<file path="src/rtl/core/bca_pkg.sv">
// Package for the contiguous bitmap allocator.
// Holds request mode codes, the controller state type and the run step result.
// No dependencies.
`default_nettype none

package bca_pkg;

    // Request mode codes carried in the mode field.
    localparam logic [2:0] MODE_SCAN      = 3'd0;
    localparam logic [2:0] MODE_TEST      = 3'd1;
    localparam logic [2:0] MODE_SET       = 3'd2;
    localparam logic [2:0] MODE_CLEAR     = 3'd3;
    localparam logic [2:0] MODE_CLEAR_ALL = 3'd4;

    localparam int          UNITS_PER_BYTE = 8;
    localparam logic [6:0]  BYTES_RESET    = 7'd64;

    // Controller states, one-hot.
    typedef enum logic [5:0] {
        ST_IDLE  = 6'b000001,
        ST_READ  = 6'b000010,
        ST_MOD   = 6'b000100,
        ST_SCAN  = 6'b001000,
        ST_CLEAR = 6'b010000,
        ST_DONE  = 6'b100000
    } t_state;

    // Result of running one map byte through the free run counter.
    typedef struct packed {
        logic       hit;
        logic [2:0] hit_bit;
        logic [9:0] len;
    } t_step;

endpackage

`default_nettype wire

</file>
<file path="src/rtl/core/bca_in_if.sv">
// Request channel of the contiguous bitmap allocator.
// Carries valid, ready and one request; no dependencies.
`default_nettype none

interface bca_in_if;
    logic       valid;
    logic       ready;
    logic [2:0] mode;
    logic [8:0] bit_index;
    logic [9:0] run_length;

    modport source (output valid, output mode, output bit_index, output run_length,
                    input ready);
    modport sink   (input valid, input mode, input bit_index, input run_length,
                    output ready);
endinterface

`default_nettype wire

</file>
<file path="src/rtl/core/bca_out_if.sv">
// Response channel of the contiguous bitmap allocator.
// Carries valid, ready and one result; no dependencies.
`default_nettype none

interface bca_out_if;
    logic       valid;
    logic       ready;
    logic       found;
    logic [8:0] start_index;
    logic       bit_value;

    modport source (output valid, output found, output start_index, output bit_value,
                    input ready);
    modport sink   (input valid, input found, input start_index, input bit_value,
                    output ready);
endinterface

`default_nettype wire

</file>
<file path="src/rtl/core/bca_run_step.sv">
// Free run counter for one map byte, lowest unit first.
// Depends on bca_pkg for the step result struct.
`default_nettype none

module bca_run_step (
    input  wire logic [7:0]   i_byte,
    input  wire logic [9:0]   i_len,
    input  wire logic [9:0]   i_want,
    output bca_pkg::t_step    o_step
);
    import bca_pkg::*;

    // Each free unit extends the run, a taken unit restarts it; the first
    // position where the run reaches the wanted length is kept.
    always_comb begin
        logic [9:0] len;
        logic       hit;
        logic [2:0] hit_bit;
        len     = i_len;
        hit     = 1'b0;
        hit_bit = 3'd0;
        for (int b = 0; b < UNITS_PER_BYTE; b++) begin
            if (i_byte[b]) begin
                len = 10'd0;
            end else begin
                len = len + 10'd1;
            end
            if (!hit && (len == i_want)) begin
                hit     = 1'b1;
                hit_bit = 3'(b);
            end
        end
        o_step.hit     = hit;
        o_step.hit_bit = hit_bit;
        o_step.len     = len;
    end

endmodule

`default_nettype wire

</file>
<file path="src/rtl/core/bitmap_contiguous_allocator_top.sv">
// Top level of the contiguous first-fit bitmap allocator.
// Depends on bca_pkg, bca_in_if, bca_out_if and bca_run_step.
//
//  Channel   | Direction | Handshake            | Contents
//  i_req     | in        | valid/ready          | mode, bit_index, run_length
//  o_rsp     | out       | valid/ready          | found, start_index, bit_value
//  i_cfg_*   | in        | write enable, no wait | bytes_in_use
//
// Scan reads at most min(bytes_in_use, MAP_BYTES) bytes: the map memory
// is read one byte per cycle and each byte runs through the run counter.
// Test, set and clear go through read, modify and result. Clear all and the
// pass after reset clear all MAP_BYTES map bytes, one map byte
// written per cycle; no request is taken during the pass. A stalled response
// holds in the output register while the next request is already taken and
// worked on.
`default_nettype none

module bitmap_contiguous_allocator_top #(
    parameter int MAP_BYTES = 64
) (
    input  wire logic  i_clk,
    input  wire logic  i_rst_n,
    bca_in_if.sink     i_req,
    bca_out_if.source  o_rsp,
    input  wire logic       i_cfg_we,
    input  wire logic [6:0] i_cfg_wdata
);
    import bca_pkg::*;

    localparam int          AW          = (MAP_BYTES > 1) ? $clog2(MAP_BYTES) : 1;
    localparam logic [12:0] MAP_BYTES_W = 13'(MAP_BYTES);
    localparam logic [AW-1:0] LAST_ADDR = AW'(MAP_BYTES - 1);

    // Map store.
    logic [7:0]    mem [MAP_BYTES];
    logic [7:0]    r_rd_data;
    logic [AW-1:0] rd_addr;
    logic [AW-1:0] wr_addr;
    logic [7:0]    wr_data;
    logic          wr_en;

    t_state        r_state, n_state;
    logic [6:0]    r_bytes_in_use;
    logic [AW-1:0] r_clr_addr, n_clr_addr;
    logic          r_init, n_init;
    logic [2:0]    r_mode, n_mode;
    logic [AW-1:0] r_req_addr, n_req_addr;
    logic [2:0]    r_req_bit, n_req_bit;
    logic [9:0]    r_want, n_want;
    logic [6:0]    r_lim, n_lim;
    logic [6:0]    r_rd_byte, n_rd_byte;
    logic [6:0]    r_pbyte, n_pbyte;
    logic          r_pv, n_pv;
    logic [9:0]    r_len, n_len;
    logic          r_res_found, n_res_found;
    logic [8:0]    r_res_start, n_res_start;
    logic          r_res_bit, n_res_bit;
    logic          r_out_valid, n_out_valid;
    logic          r_out_found, n_out_found;
    logic [8:0]    r_out_start, n_out_start;
    logic          r_out_bit, n_out_bit;

    t_step         step;
    logic          req_xfer;
    logic [6:0]    lim_bytes;
    logic [12:0]   req_byte;
    logic [12:0]   rd_byte_w;
    logic [7:0]    bit_mask;
    logic [10:0]   start_sum;

    assign req_xfer    = i_req.valid && i_req.ready;
    assign i_req.ready = (r_state == ST_IDLE);

    // Bytes actually scanned: the register bounded by the store size.
    assign lim_bytes = ({6'd0, r_bytes_in_use} > MAP_BYTES_W) ? MAP_BYTES_W[6:0]
                                                              : r_bytes_in_use;
    assign req_byte  = {7'd0, i_req.bit_index[8:3]};
    assign rd_byte_w = {6'd0, r_rd_byte};
    assign bit_mask  = 8'd1 << r_req_bit;
    assign start_sum = 11'({r_pbyte, step.hit_bit}) + 11'd1 - {1'b0, r_want};

    bca_run_step u_step (
        .i_byte (r_rd_data),
        .i_len  (r_len),
        .i_want (r_want),
        .o_step (step)
    );

    // Memory port selection.
    always_comb begin
        rd_addr = (r_state == ST_SCAN) ? rd_byte_w[AW-1:0] : r_req_addr;
        wr_en   = 1'b0;
        wr_addr = r_req_addr;
        wr_data = r_rd_data;
        if (r_state == ST_CLEAR) begin
            wr_en   = 1'b1;
            wr_addr = r_clr_addr;
            wr_data = 8'd0;
        end else if (r_state == ST_MOD) begin
            wr_en   = (r_mode == MODE_SET) || (r_mode == MODE_CLEAR);
            wr_data = (r_mode == MODE_SET) ? (r_rd_data | bit_mask)
                                           : (r_rd_data & ~bit_mask);
        end
    end

    always_ff @(posedge i_clk) begin
        if (wr_en) begin
            mem[wr_addr] <= wr_data;
        end
        r_rd_data <= mem[rd_addr];
    end

    // Controller.
    always_comb begin
        n_state     = r_state;
        n_clr_addr  = r_clr_addr;
        n_init      = r_init;
        n_mode      = r_mode;
        n_req_addr  = r_req_addr;
        n_req_bit   = r_req_bit;
        n_want      = r_want;
        n_lim       = r_lim;
        n_rd_byte   = r_rd_byte;
        n_pbyte     = r_pbyte;
        n_pv        = r_pv;
        n_len       = r_len;
        n_res_found = r_res_found;
        n_res_start = r_res_start;
        n_res_bit   = r_res_bit;
        n_out_valid = r_out_valid && !o_rsp.ready;
        n_out_found = r_out_found;
        n_out_start = r_out_start;
        n_out_bit   = r_out_bit;

        unique case (r_state)
            ST_IDLE: begin
                if (req_xfer) begin
                    n_mode      = i_req.mode;
                    n_req_addr  = req_byte[AW-1:0];
                    n_req_bit   = i_req.bit_index[2:0];
                    n_want      = i_req.run_length;
                    n_lim       = lim_bytes;
                    n_rd_byte   = 7'd0;
                    n_pv        = 1'b0;
                    n_len       = 10'd0;
                    n_res_found = 1'b0;
                    n_res_start = 9'd0;
                    n_res_bit   = 1'b0;
                    n_state     = ST_DONE;
                    case (i_req.mode)
                        MODE_SCAN: begin
                            if ((i_req.run_length != 10'd0) &&
                                (i_req.run_length <= {lim_bytes, 3'd0})) begin
                                n_state = ST_SCAN;
                            end
                        end
                        MODE_TEST, MODE_SET, MODE_CLEAR: begin
                            // Units outside the store read as free and ignore writes.
                            if (req_byte < MAP_BYTES_W) begin
                                n_state = ST_READ;
                            end
                        end
                        MODE_CLEAR_ALL: begin
                            n_clr_addr = '0;
                            n_init     = 1'b0;
                            n_state    = ST_CLEAR;
                        end
                        default: begin
                            n_state = ST_DONE;
                        end
                    endcase
                end
            end
            ST_READ: begin
                n_state = ST_MOD;
            end
            ST_MOD: begin
                if (r_mode == MODE_TEST) begin
                    n_res_bit = r_rd_data[r_req_bit];
                end
                n_state = ST_DONE;
            end
            ST_SCAN: begin
                // Read one byte ahead while the previous one runs through the counter.
                n_pv    = (r_rd_byte < r_lim);
                n_pbyte = r_rd_byte;
                if (r_rd_byte < r_lim) begin
                    n_rd_byte = r_rd_byte + 7'd1;
                end
                if (r_pv) begin
                    n_len = step.len;
                    if (step.hit) begin
                        n_res_found = 1'b1;
                        n_res_start = start_sum[8:0];
                        n_pv        = 1'b0;
                        n_state     = ST_DONE;
                    end else if (r_pbyte == (r_lim - 7'd1)) begin
                        n_pv    = 1'b0;
                        n_state = ST_DONE;
                    end
                end
            end
            ST_CLEAR: begin
                n_clr_addr = r_clr_addr + AW'(1);
                if (r_clr_addr == LAST_ADDR) begin
                    n_clr_addr = '0;
                    n_init     = 1'b0;
                    n_state    = r_init ? ST_IDLE : ST_DONE;
                end
            end
            ST_DONE: begin
                if (!r_out_valid || o_rsp.ready) begin
                    n_out_valid = 1'b1;
                    n_out_found = r_res_found;
                    n_out_start = r_res_start;
                    n_out_bit   = r_res_bit;
                    n_state     = ST_IDLE;
                end
            end
            default: begin
                n_state = ST_IDLE;
            end
        endcase
    end

    // Control registers.
    always_ff @(posedge i_clk) begin
        if (!i_rst_n) begin
            r_state        <= ST_CLEAR;
            r_clr_addr     <= '0;
            r_init         <= 1'b1;
            r_pv           <= 1'b0;
            r_out_valid    <= 1'b0;
            r_bytes_in_use <= BYTES_RESET;
        end else begin
            r_state     <= n_state;
            r_clr_addr  <= n_clr_addr;
            r_init      <= n_init;
            r_pv        <= n_pv;
            r_out_valid <= n_out_valid;
            if (i_cfg_we) begin
                r_bytes_in_use <= i_cfg_wdata;
            end
        end
    end

    // Payload registers.
    always_ff @(posedge i_clk) begin
        r_mode      <= n_mode;
        r_req_addr  <= n_req_addr;
        r_req_bit   <= n_req_bit;
        r_want      <= n_want;
        r_lim       <= n_lim;
        r_rd_byte   <= n_rd_byte;
        r_pbyte     <= n_pbyte;
        r_len       <= n_len;
        r_res_found <= n_res_found;
        r_res_start <= n_res_start;
        r_res_bit   <= n_res_bit;
        r_out_found <= n_out_found;
        r_out_start <= n_out_start;
        r_out_bit   <= n_out_bit;
    end

    assign o_rsp.valid       = r_out_valid;
    assign o_rsp.found       = r_out_found;
    assign o_rsp.start_index = r_out_start;
    assign o_rsp.bit_value   = r_out_bit;

endmodule

`default_nettype wire

</file>
<file path="src/flat_wrapper.sv">
// flat-port wrapper written by rule: the top's interface ports become plain ports
module bitmap_contiguous_allocator_top_flat import bca_pkg::*;
#(
    parameter int MAP_BYTES = 64
)
  (i_clk, i_rst_n, i_cfg_we, i_cfg_wdata, i_req_valid, i_req_mode, i_req_bit_index, i_req_run_length, i_req_ready, o_rsp_valid, o_rsp_found, o_rsp_start_index, o_rsp_bit_value, o_rsp_ready);
  bca_in_if i_req_i ();
  bca_out_if o_rsp_i ();
  input  wire logic i_clk;
  input  wire logic i_rst_n;
  input  wire logic i_cfg_we;
  input  wire logic [6:0] i_cfg_wdata;
  input wire logic [$bits(i_req_i.valid)-1:0] i_req_valid;
  input wire logic [$bits(i_req_i.mode)-1:0] i_req_mode;
  input wire logic [$bits(i_req_i.bit_index)-1:0] i_req_bit_index;
  input wire logic [$bits(i_req_i.run_length)-1:0] i_req_run_length;
  output wire logic [$bits(i_req_i.ready)-1:0] i_req_ready;
  output wire logic [$bits(o_rsp_i.valid)-1:0] o_rsp_valid;
  output wire logic [$bits(o_rsp_i.found)-1:0] o_rsp_found;
  output wire logic [$bits(o_rsp_i.start_index)-1:0] o_rsp_start_index;
  output wire logic [$bits(o_rsp_i.bit_value)-1:0] o_rsp_bit_value;
  input wire logic [$bits(o_rsp_i.ready)-1:0] o_rsp_ready;
  assign i_req_i.valid = i_req_valid;
  assign i_req_i.mode = i_req_mode;
  assign i_req_i.bit_index = i_req_bit_index;
  assign i_req_i.run_length = i_req_run_length;
  assign i_req_ready = i_req_i.ready;
  assign o_rsp_valid = o_rsp_i.valid;
  assign o_rsp_found = o_rsp_i.found;
  assign o_rsp_start_index = o_rsp_i.start_index;
  assign o_rsp_bit_value = o_rsp_i.bit_value;
  assign o_rsp_i.ready = o_rsp_ready;
  bitmap_contiguous_allocator_top #(.MAP_BYTES(MAP_BYTES)) u_core (.i_clk(i_clk), .i_rst_n(i_rst_n), .i_req(i_req_i), .o_rsp(o_rsp_i), .i_cfg_we(i_cfg_we), .i_cfg_wdata(i_cfg_wdata));
endmodule
</file>
<file path="config.mk">
export PLATFORM = sky130hd
export DESIGN_NAME = bitmap_contiguous_allocator_top_flat
export DESIGN_NICKNAME = d
export VERILOG_FILES = /design/src/rtl/core/bca_pkg.sv /design/src/rtl/core/bca_in_if.sv /design/src/rtl/core/bca_out_if.sv /design/src/rtl/core/bca_run_step.sv /design/src/rtl/core/bitmap_contiguous_allocator_top.sv /design/src/flat_wrapper.sv
export SDC_FILE = /design/constraint.sdc
export NUM_CORES = 1
export LEC_CHECK = 0
export BUFFER_PORTS_ARGS = -buffer_cell sky130_fd_sc_hd__buf_2
export CORE_MARGIN = 2
export CORE_UTILIZATION = 67
export DETAILED_ROUTE_END_ITERATION = 8
export PLACE_DENSITY = 0.85
export SLEW_MARGIN = 25
export SYNTH_ARGS = -nofsm -noshare
export SYNTH_HDL_FRONTEND = slang
export SYNTH_SLANG_ARGS = --single-unit
</file>
<file path="constraint.sdc">
create_clock -name i_clk -period 23.2 [get_ports i_clk]
set_clock_uncertainty 0.2 [all_clocks]
set_input_delay 4.64 -clock i_clk [delete_from_list [all_inputs] [get_ports i_clk]]
set_output_delay 4.64 -clock i_clk [all_outputs]
set_load 0.05 [all_outputs]
</file>
Word level (Yosys, flattened, before mapping):

Memory sizes are Yosys's and may differ from the RTL's. A register that Yosys moved wholly into a read port is not among the register bits.
Cells that the tools add are included.

* divide/modulo/power cells: 0
* reductions and logical operators: 37
* shifts and indexed selects: 1
* bitwise logic cells: 3
* order comparisons: 5
* multiply operators: 0
* add/subtract/negate cells: 13
* muxes and demuxes: 76
* equality and inequality tests: 32

Operators with widths (number)
* $mux W10: 10
* $mux W6: 14
* $add A10 B1 Y10 const B: 8
* $eq A10 B10 Y1: 8
* $pmux W6 S6: 1
* $mux W9: 3
* $mux W1: 26
* $mux W8: 3
* $mux W7: 3
* $pmux W10 S2: 1
* $mux W3: 6
* $pmux W6 S3: 1
* $pmux W9 S2: 1
* $pmux W7 S2: 1
* $eq A3 B2 Y1 const B: 4
* $eq A6 B6 Y1 const B: 2
* $pmux W6 S2: 1
* $reduce_and A3 Y1: 4
* $le A10 B10 Y1: 1
* $logic_and A1 B1 Y1: 10
* $ne A2 B2 Y1 const B: 5
* $reduce_bool A10 Y1: 1
* $add A9 B1 Y9 const B: 1
* $logic_not A1 Y1: 9
* other kinds (31): 43

* latch bits: 0
* register bits: 97
* RAM bits: 512
* input port bits: 34
* output and inout bits: 13
* memory bits (read-only): 0
* memories kept: 1

Memory list
* u_core.mem: depth 64, bits a word 8, rd ports 1, clocked after Yosys merged registers in 1, write ports 1, RTL line bitmap_contiguous_allocator_top.sv:35 `logic [7:0] mem [MAP_BYTES];`

Depth between registers and ports, before layout:

Gate-level depths: netlist (run 1).

* depth in word-level cells: 30
* gate-level depth with buffers: 43

Hierarchy:

Synthesis (run 1) repeated with hierarchy kept, for this count alone.

* cell total of the unflattened synthesis: 2541
* area, all modules: 30046.3 um2

By module, submodules not included
* bitmap_contiguous_allocator_top: area each 26197.6 um2, instances 1, cells an instance 1978
* bca_run_step: area each 3848.7 um2, instances 1, cells an instance 563

Least setup slack after synthesis (run 1):

Ideal clock, no wire load.

* path kind: reg2reg
* from: register u_core.r_rd_data[0], read port of u_core.mem
* to: register u_core.r_res_start[8], data pin
* arrival time: 7802 ps
* cell stages (with the launch flop): 39
* setup time: 266 ps
* period minus slack after synthesis: 8269 ps
* path slack: 14931 ps
* data required time: 22734 ps
* cells stage by stage: dfxtp_1 > buf_6 > buf_6 > clkbuf_1 > nor2b_1 > ha_1 > nand2b_1 > inv_1 > ha_1 > buf_1 > nor4b_1 > mux2i_1 > a311oi_1 > inv_1 > a211oi_2 > xor2_1 > or4_4 > xnor2_4 > [3 not listed] > o211ai_1 > xor2_1 > or3_1 > xnor2_1 > nor4_1 > o21a_1 > o21ai_0 > ha_1 > inv_1 > ha_1 > a21o_1 > a21o_1 > a21o_1 > a21oi_1 > o21bai_1 > a21oi_1 > xnor2_1 > nor2_1

* longest elaborated chain between the ends: 29
* elaborated cells on any way between the ends: 56
* classes of those cells: add/sub (9); eq/ne (8); mux (25); reduce/logical (14)

Ends and longest elaborated chain
* start: declaration: RTL line bitmap_contiguous_allocator_top.sv:36 `logic [7:0] r_rd_data;`
* $mux W10 (*): RTL line bca_run_step.sv:23 `if (i_byte[b]) begin`
* branches (longest 22 deep; another with $add A10 B1 Y10)
* $mux W3 (*): RTL line bca_run_step.sv:28 `if (!hit && (len == i_want)) begin`
* $add A9 B1 Y9 (*): RTL line bitmap_contiguous_allocator_top.sv:80 `assign start_sum = 11'({r_pbyte, step.hit_bit}) + 11'd1 - {1'b0, r_want};`
* $sub A9 B9 Y9 (*): RTL line bitmap_contiguous_allocator_top.sv:80
* $mux W9 (*): RTL line bitmap_contiguous_allocator_top.sv:192 `if (step.hit) begin`
* $mux W9 (*): RTL line bitmap_contiguous_allocator_top.sv:190 `if (r_pv) begin`
* $pmux W9 S2 (*): RTL line bitmap_contiguous_allocator_top.sv:135 `unique case (r_state)`
* end signal: assignment: RTL line bitmap_contiguous_allocator_top.sv:258 `r_res_start <= n_res_start;`
* end: declaration: RTL line bitmap_contiguous_allocator_top.sv:56 `logic [8:0] r_res_start, n_res_start;`

Every way passes the cells marked *. The select of a mux whose other input is x is not followed.
A chain may end at the register's enable or synchronous reset.

Final worst setup path (run 1):

* from: register u_core.r_len[0]
* to: register u_core.r_res_start[7], data pin

* longest elaborated chain between the ends: 30
* elaborated cells on any way between the ends: 57
* classes of those cells: add/sub (10); eq/ne (8); mux (25); reduce/logical (14)

Ends and longest elaborated chain
* start: declaration: RTL line bitmap_contiguous_allocator_top.sv:54 `logic [9:0] r_len, n_len;`
* start signal: assignment: RTL line bitmap_contiguous_allocator_top.sv:256 `r_len <= n_len;`
* $add A10 B1 Y10 (*): RTL line bca_run_step.sv:26 `len = len + 10'd1;`
* $mux W10 (*): RTL line bca_run_step.sv:23
* branches (longest 22 deep; another with $add A10 B1 Y10)
* $mux W3 (*): RTL line bca_run_step.sv:28
* $add A9 B1 Y9 (*): RTL line bitmap_contiguous_allocator_top.sv:80
* $sub A9 B9 Y9 (*): RTL line bitmap_contiguous_allocator_top.sv:80
* $mux W9 (*): RTL line bitmap_contiguous_allocator_top.sv:192
* $mux W9 (*): RTL line bitmap_contiguous_allocator_top.sv:190
* $pmux W9 S2 (*): RTL line bitmap_contiguous_allocator_top.sv:135

Marks and branches as above.

==> results.py, run 1 <==
metrics = {
    "min_path": {
        "min_from": "u_core.r_res_start[0]",
        "hp-class": "reg2reg",
        "hold_depth": 0,
    },
    "critical_path": {
        "critical_path_depth": 37,
        "path_buf_inv": 4,
        "path_max_fanout": 10,
        "worstPathRequired_ns": 23.40,
        "arrival_ns": 9.50,
        "end_kind": "register",
        "cpPeakStageDelay_ns": 0.62,
        "crit_type": "reg2reg",
        "ff2ff_setup_slack_ns": 13.89,
        "cp-start-kind": "register",
        "r2r_start": "u_core.r_len[0]",
        "path_common_cell": "ha_1",
        "crit_start": "u_core.r_len[0]",
        "slowest_stage": "or4_4",
        "crit_family": "simple AND/OR/NAND/NOR gates",
        "worstRegToRegCells": 37,
    },
    "clock_tree": {
        "clockRootBuffer": "clkbuf_16",
        "hold_buffers": 0,
        "cts_made_buffers": 60,
        "postCtsSetupBuffers": 0,
        "cts_tree": "built",
        "cts_max_level": 2,
        "path_clk_slew_ns": 0.07,
        "worstSkewPairLatency_ns": 0.67,
        "cts.repair.resized": 0,
        "clockBufferDepth": 3,
        "clock_sinks": 617,
    },
    "global_routing": {
        "grt_pass1_wl_um": 112000,
        "antenna_found_initial": 1,
        "grt_overflow_total": 0,
        "grt_usage": 0.337,
        "grt_pass1_vias": 18500,
        "grt_max_degree": 65,
    },
    "logic_synthesis": {
        "syn-num-nets": 2096,
        "yosysTopAreaCell": "edfxtp_1",
        "synth-seq-cells": 617,
        "yosysSeqAreaShare": 0.621,
        "yosysWarnings": 0,
        "yosys-top-cells-area": "edfxtp_1 60%, mux4_2 10%, xnor2_1 2.7%",
        "synth-main-ff-cell": "edfxtp_1",
        "avgSynthCellArea_um2": 14.5,
        "synth_edf_count": 587,
        "synthCells": 2022,
        "yosysTopAreaCellShare": 0.601,
        "async_reset_ff_frac": 0,
        "synth_cell_types": 104,
        "syn_area_mm2": 0.0293,
    },
    "detailed_routing": {
        "wl_per_cell_um": 27.9,
        "wirelength_um": 74800,
        "drt_iter0_markers": 2605,
        "drc": 0,
        "vias_per_cell": 6.99,
        "antenna_left": 0,
        "vias": 18700,
        "drt-pass1-iter-count": 6,
    },
    "floorplanning": {
        "floorplan.initialDensity": 0.680,
        "ioPinCount": 47,
        "die_w_um": 213,
        "die-area_mm2": 0.0455,
        "coreArea_mm2": 0.0432,
        "die_h_um": 213,
        "row_count": 76,
    },
    "layout": {
        "drive_above_1_share": 0.180,
        "fin_util": 0.745,
        "area_growth_pct": 9.66,
        "nFillCells": 2512,
        "fin_nets": 2118,
    },
    "run": {
        "drv_cap": 0,
    },
    "timing": {
        "slew_headroom": 0.220,
        "hold_viol_final": 0,
        "min_period_ns": 9.31,
        "rsz0062_at_grt": "no",
        "setup_viol": 0,
        "fin_hold_ws_ns": 0.188,
        "clock.fmax_ghz": 0.107,
        "final_max_slew_viol_count": 0,
        "tns_ns": 0,
        "worst_pin_slew_ns": 1.16,
        "finalCritPeriodShare": 0.401,
    },
    "pwr": {
        "ir_drop_uv": 112,
        "power_density_mw_per_mm2": 74.9,
        "power_mw": 2.41,
        "leakagePower_nw": 10.6,
    },
    "status": {
        "status": "completed",
    },
    "place": {
        "gp_congestion": 0.969,
        "hpwlAfterDp_um": 43600,
        "portBuffers": 46,
    },
}
[power breakdown]
| group | switching (mW) | internal [mW] |
|---|---|---|
| clock network | 0.439 | 0.567 |
| logic | 0.101 | 0.0338 |
| registers | 0.00984 | 1.26 |
[flip-flops by register name, summed over array words and instances, names as in the netlist, 3 cells and up]
signal	flops
u_core.mem	512
u_core.r_rd_byte	7
u_core.r_req_bit	3
u_core.r_len	10
u_core.r_pbyte	7
u_core.r_res_start	9
u_core.r_bytes_in_use	7
u_core.r_state	6
u_core.o_rsp.start_index	9
u_core.r_lim	7
u_core.r_clr_addr	6
u_core.r_req_addr	6
u_core.r_want	10
u_core.r_mode	3
u_core.r_rd_data	8
[synthesized netlist by cell type (all sizes together), types with 8 or more instances]
| library cell | instances |
|---|---|
| nor2 | 166 |
| mux2i | 43 |
| a31oi | 28 |
| nand4 | 25 |
| dfxtp | 30 |
| nand2b | 24 |
| o21ai | 35 |
| a21oi | 52 |
| a21o | 8 |
| or2 | 8 |
| nand3b | 12 |
| xor2 | 35 |
| nor3b | 10 |
| clkbuf | 78 |
| and3 | 11 |
| a211oi | 44 |
| nor3 | 39 |
| nor4 | 22 |
| inv | 48 |
| ha | 39 |
| and2 | 47 |
| buf | 33 |
| mux4 | 130 |
| a311oi | 19 |
| edfxtp | 587 |
| nand3 | 51 |
| o211ai | 15 |
| nor2b | 28 |
| nand2 | 142 |
| xnor2 | 98 |
[cell families after synthesis]
logic type / synth area share
simple gates: 0.110
flops: 0.621
compound gates: 0.0653
mux: 0.118
buf+inv: 0.0223
xor+xnor: 0.0455
fa+ha+maj: 0.0173
[path summary, 6_finish.rpt]
| kind | end |
|---|---|
| min reg2reg | u_core.o_rsp.start_index[0] |
| max | u_core.r_res_start[7] |
| min | u_core.o_rsp.start_index[0] |
| max reg2reg | u_core.r_res_start[7] |
[cell type report]
| class | instances | area [um2] | area share |
|---|---|---|---|
| Inverter | 50 | 188 | 0.00583 |
| Timing Repair Buffer | 71 | 422 | 0.0131 |
| Clock buffer | 67 | 1530 | 0.0475 |
| Clock inverter | 44 | 478 | 0.0149 |
| Tap cell | 585 | 732 | 0.0228 |
| Multi-Input combinational cell | 1244 | 10600 | 0.329 |
| Antenna cell | 3 | 7.51 | 0.000233 |
| Sequential cell | 617 | 18200 | 0.567 |
[stage by stage]
step                instances  instance area (um2)  worst slack (ns)
floorplan                2022                29300             14.93
global placement         2567                30100             14.35
detailed placement       2567                30100             13.96
CTS                      2678                32200             13.93
global route             2678                32200             13.18
finish                   2681                32200             13.89
[cell usage in the layout (no fill, tap or decap), types with 18 or more instances in the layout]
cell / netlist / routed
edfxtp_1: 587 / 587
nor2_1: 163 / 155
nand2_1: 141 / 140
mux4_2: 130 / 130
xnor2_1: 91 / 91
clkbuf_16: 0 / 60
a21oi_1: 49 / 49
nand3_1: 47 / 47
inv_1: 46 / 46
buf_2: 3 / 46
and2_1: 45 / 45
a211oi_1: 42 / 42
ha_1: 39 / 39
nor3_1: 38 / 38
xor2_1: 33 / 33
mux2i_1: 40 / 33
dfxtp_1: 30 / 30
o21ai_0: 28 / 28
a31oi_1: 28 / 28
nor2b_1: 28 / 27
nand4_1: 25 / 25
nand2b_1: 24 / 24
buf_4: 4 / 24
a311oi_1: 19 / 19
nor4_1: 18 / 18
[layer usage]
layer,routed length [um],vias up,GRT usage
met2,36400,1313,0.547
met4,3730,0,0.159
li1,-,7884,-
met1,27300,9264,0.452
met3,7370,273,0.0590
met5,0,-,0
(Power assumes the default switching activity.)
==> run 2: changes to the inputs <==
--- a/config.mk
+++ b/config.mk
@@ -7,9 +7,9 @@
 export LEC_CHECK = 0
 export BUFFER_PORTS_ARGS = -buffer_cell sky130_fd_sc_hd__buf_2
 export CORE_MARGIN = 2
-export CORE_UTILIZATION = 67
+export CORE_UTILIZATION = 57
 export DETAILED_ROUTE_END_ITERATION = 8
-export PLACE_DENSITY = 0.85
+export PLACE_DENSITY = 0.77
 export SLEW_MARGIN = 25
 export SYNTH_ARGS = -nofsm -noshare
 export SYNTH_HDL_FRONTEND = slang
==> constraint.sdc (replaced) <==
create_clock -name i_clk -period 8.1 [get_ports i_clk]
set_clock_uncertainty 0.2 [all_clocks]
set_input_delay 1.62 -clock i_clk [delete_from_list [all_inputs] [get_ports i_clk]]
set_output_delay 1.62 -clock i_clk [all_outputs]
set_load 0.05 [all_outputs]
==> run 2 against run 1 <==
Against the previous run:
- via count decreased by 2.3%
- critical endpoint unchanged
- utilization shrank 9.7 points
- combinational power grew to 2.8 times the previous value
- total power rose to 2.8 times the previous value
- sequential power grew to 2.9 times the previous value
==> results.py, run 2 (synthesis gave the netlist of run 1 again) <==
metrics = {
    "detailed_routing": {
        "wl_per_cell_um": 24.8,
        "drc": 0,
        "antenna_left": 0,
        "vias": 18300,
        "wirelength_um": 70200,
        "drt_iter0_markers": 1860,
        "drt-pass1-iter-count": 7,
        "vias_per_cell": 6.46,
    },
    "timing": {
        "setup_viol": 0,
        "rsz0062_at_grt": "yes",
        "worst_pin_slew_ns": 1.00,
        "hold_viol_final": 0,
        "finalCritPeriodShare": 0.984,
        "slew_headroom": 0.331,
        "clock.fmax_ghz": 0.125,
        "final_max_slew_viol_count": 0,
        "tns_ns": 0,
        "min_period_ns": 7.97,
    },
    "critical_path": {
        "timing.rr.end": "u_core.r_res_start[7]",
        "ff2ff_setup_slack_ns": 0.13,
        "worstRegToRegCells": 38,
        "slowest_stage": "or4_4",
        "worstPathRequired_ns": 8.27,
        "crit_type": "reg2reg",
        "path_max_fanout": 5,
        "arrival_ns": 8.14,
        "path_common_cell": "ha_4",
        "cp-start-kind": "register",
        "r2r_start": "u_core.r_len[1]",
        "end_kind": "register",
        "cpPeakStageDelay_ns": 0.50,
    },
    "layout": {
        "antenna_cells": 0,
        "fin_util": 0.648,
        "layout_commonest_cell": "edfxtp_1",
        "regMostFlops": "u_core.mem",
        "drive_above_1_share": 0.226,
        "nFillCells": 3511,
        "largest_reg_flops": 512,
        "fin_nets": 2183,
        "layout_common_cells": "587 x edfxtp_1, 151 x nor2_1, 138 x nand2_1",
        "reg_top3": "u_core.mem (512), u_core.r_len (10), u_core.r_want (10)",
        "area_growth_pct": 12.8,
    },
    "run": {
        "drv_cap": 0,
    },
    "floorplanning": {
        "ioPinCount": 47,
        "die-area_mm2": 0.0533,
        "die_w_um": 231,
        "floorplan.initialDensity": 0.574,
        "coreArea_mm2": 0.0511,
        "die_h_um": 231,
        "row_count": 83,
    },
    "place": {
        "hpwlAfterDp_um": 43300,
        "gp_congestion": 0.925,
        "portBuffers": 46,
    },
    "clock_tree": {
        "path_clk_slew_ns": 0.07,
        "clockBufferDepth": 3,
        "cts_tree": "built",
        "clock_sinks": 617,
        "cts_made_buffers": 59,
        "worstSkewPairLatency_ns": 0.65,
        "hold_buffers": 0,
        "clockRootBuffer": "clkbuf_16",
        "cts_max_level": 2,
    },
    "min_path": {
        "hold_depth": 0,
        "min_from": "u_core.r_res_found",
        "hp-class": "reg2reg",
        "worstHoldEndpoint": "u_core.o_rsp.found",
    },
    "global_routing": {
        "grt_usage": 0.263,
        "grt_overflow_total": 0,
        "grt_pass1_vias": 18000,
        "grt_pass1_wl_um": 107000,
        "grt_max_degree": 107,
        "antenna_found_initial": 0,
    },
    "status": {
        "status": "completed",
    },
    "pwr": {
        "ir_drop_uv": 214,
        "leakagePower_nw": 11.0,
        "power_density_mw_per_mm2": 206,
    },
}
run 2: what timing repair did:
action	in CTS	in global routing
endpoints found under the setup margin	2	5
buffers inserted	1	19
resized for setup	7	66
pin swaps	4	33
run 2: how the worst max path moves through the flow:
| stage | start | to | slack (ns) |
|---|---|---|---|
| floorplan | u_core.r_len[1] | u_core.r_res_start[8] | 0.02 |
| global placement | u_core.r_len[0] | u_core.r_res_start[8] | 0.11 |
| detailed placement | u_core.r_len[1] | u_core.r_res_start[8] | -0.10 |
| CTS | u_core.r_len[1] | u_core.r_res_start[8] | 0.02 |
| global route | u_core.r_len[1] | u_core.r_res_start[7] | -0.28 |
| finish | u_core.r_len[1] | u_core.r_res_start[7] | 0.13 |
run 2: area by class of cell:
type,count,area [um2],share of cell area
flip-flops and latches,617,18200,0.551
multi-input cells,1244,10900,0.331
clock buffers,74,1550,0.0469
repair buffers,137,930,0.0281
well taps,680,851,0.0257
clock inverters,32,408,0.0123
inverters,50,190,0.00575
run 2: per-layer routing:
metal / GRT usage / up-vias / wire (um)
met5: 0 / - / 0
met4: 0.106 / 0 / 2700
met3: 0.0387 / 181 / 5760
met2: 0.431 / 984 / 34400
met1: 0.358 / 9116 / 27300
li1: - / 8029 / -
run 2: critical path: cells and delay by family (launching register included):
| kind | cells | cell delay, ns |
|---|---|---|
| buffers and inverters | 5 | 0.55 |
| adder cells (fa/ha/maj) | 6 | 1.38 |
| flip-flops | 1 | 0.44 |
| XOR/XNOR | 4 | 0.60 |
| AO/OA/AOI/OAI | 9 | 2.10 |
| AND/OR/NAND/NOR | 12 | 1.99 |
| multiplexers | 2 | 0.44 |
run 2: per-stage QoR:
stage / total power [mW] / hold WS [ns] / worst slack, ns / cells / cell area [um2]
after floorplan: 3.91 / 0.200 / 0.0211 / 2022 / 29300
after global placement: 4.05 / 0.204 / 0.107 / 2709 / 30600
after detailed placement: 4.07 / 0.205 / -0.103 / 2709 / 30600
after CTS: 6.85 / 0.220 / 0.0232 / 2816 / 32600
after global routing: 7.01 / 0.231 / -0.280 / 2834 / 33100
final: 6.83 / 0.218 / 0.130 / 2834 / 33100
run 2: report_power, final:
part / switching (mW) / internal (mW)
sequential: 0.0260 / 3.61
clock: 1.20 / 1.62
combinational: 0.280 / 0.103
total: 1.51 / 5.32
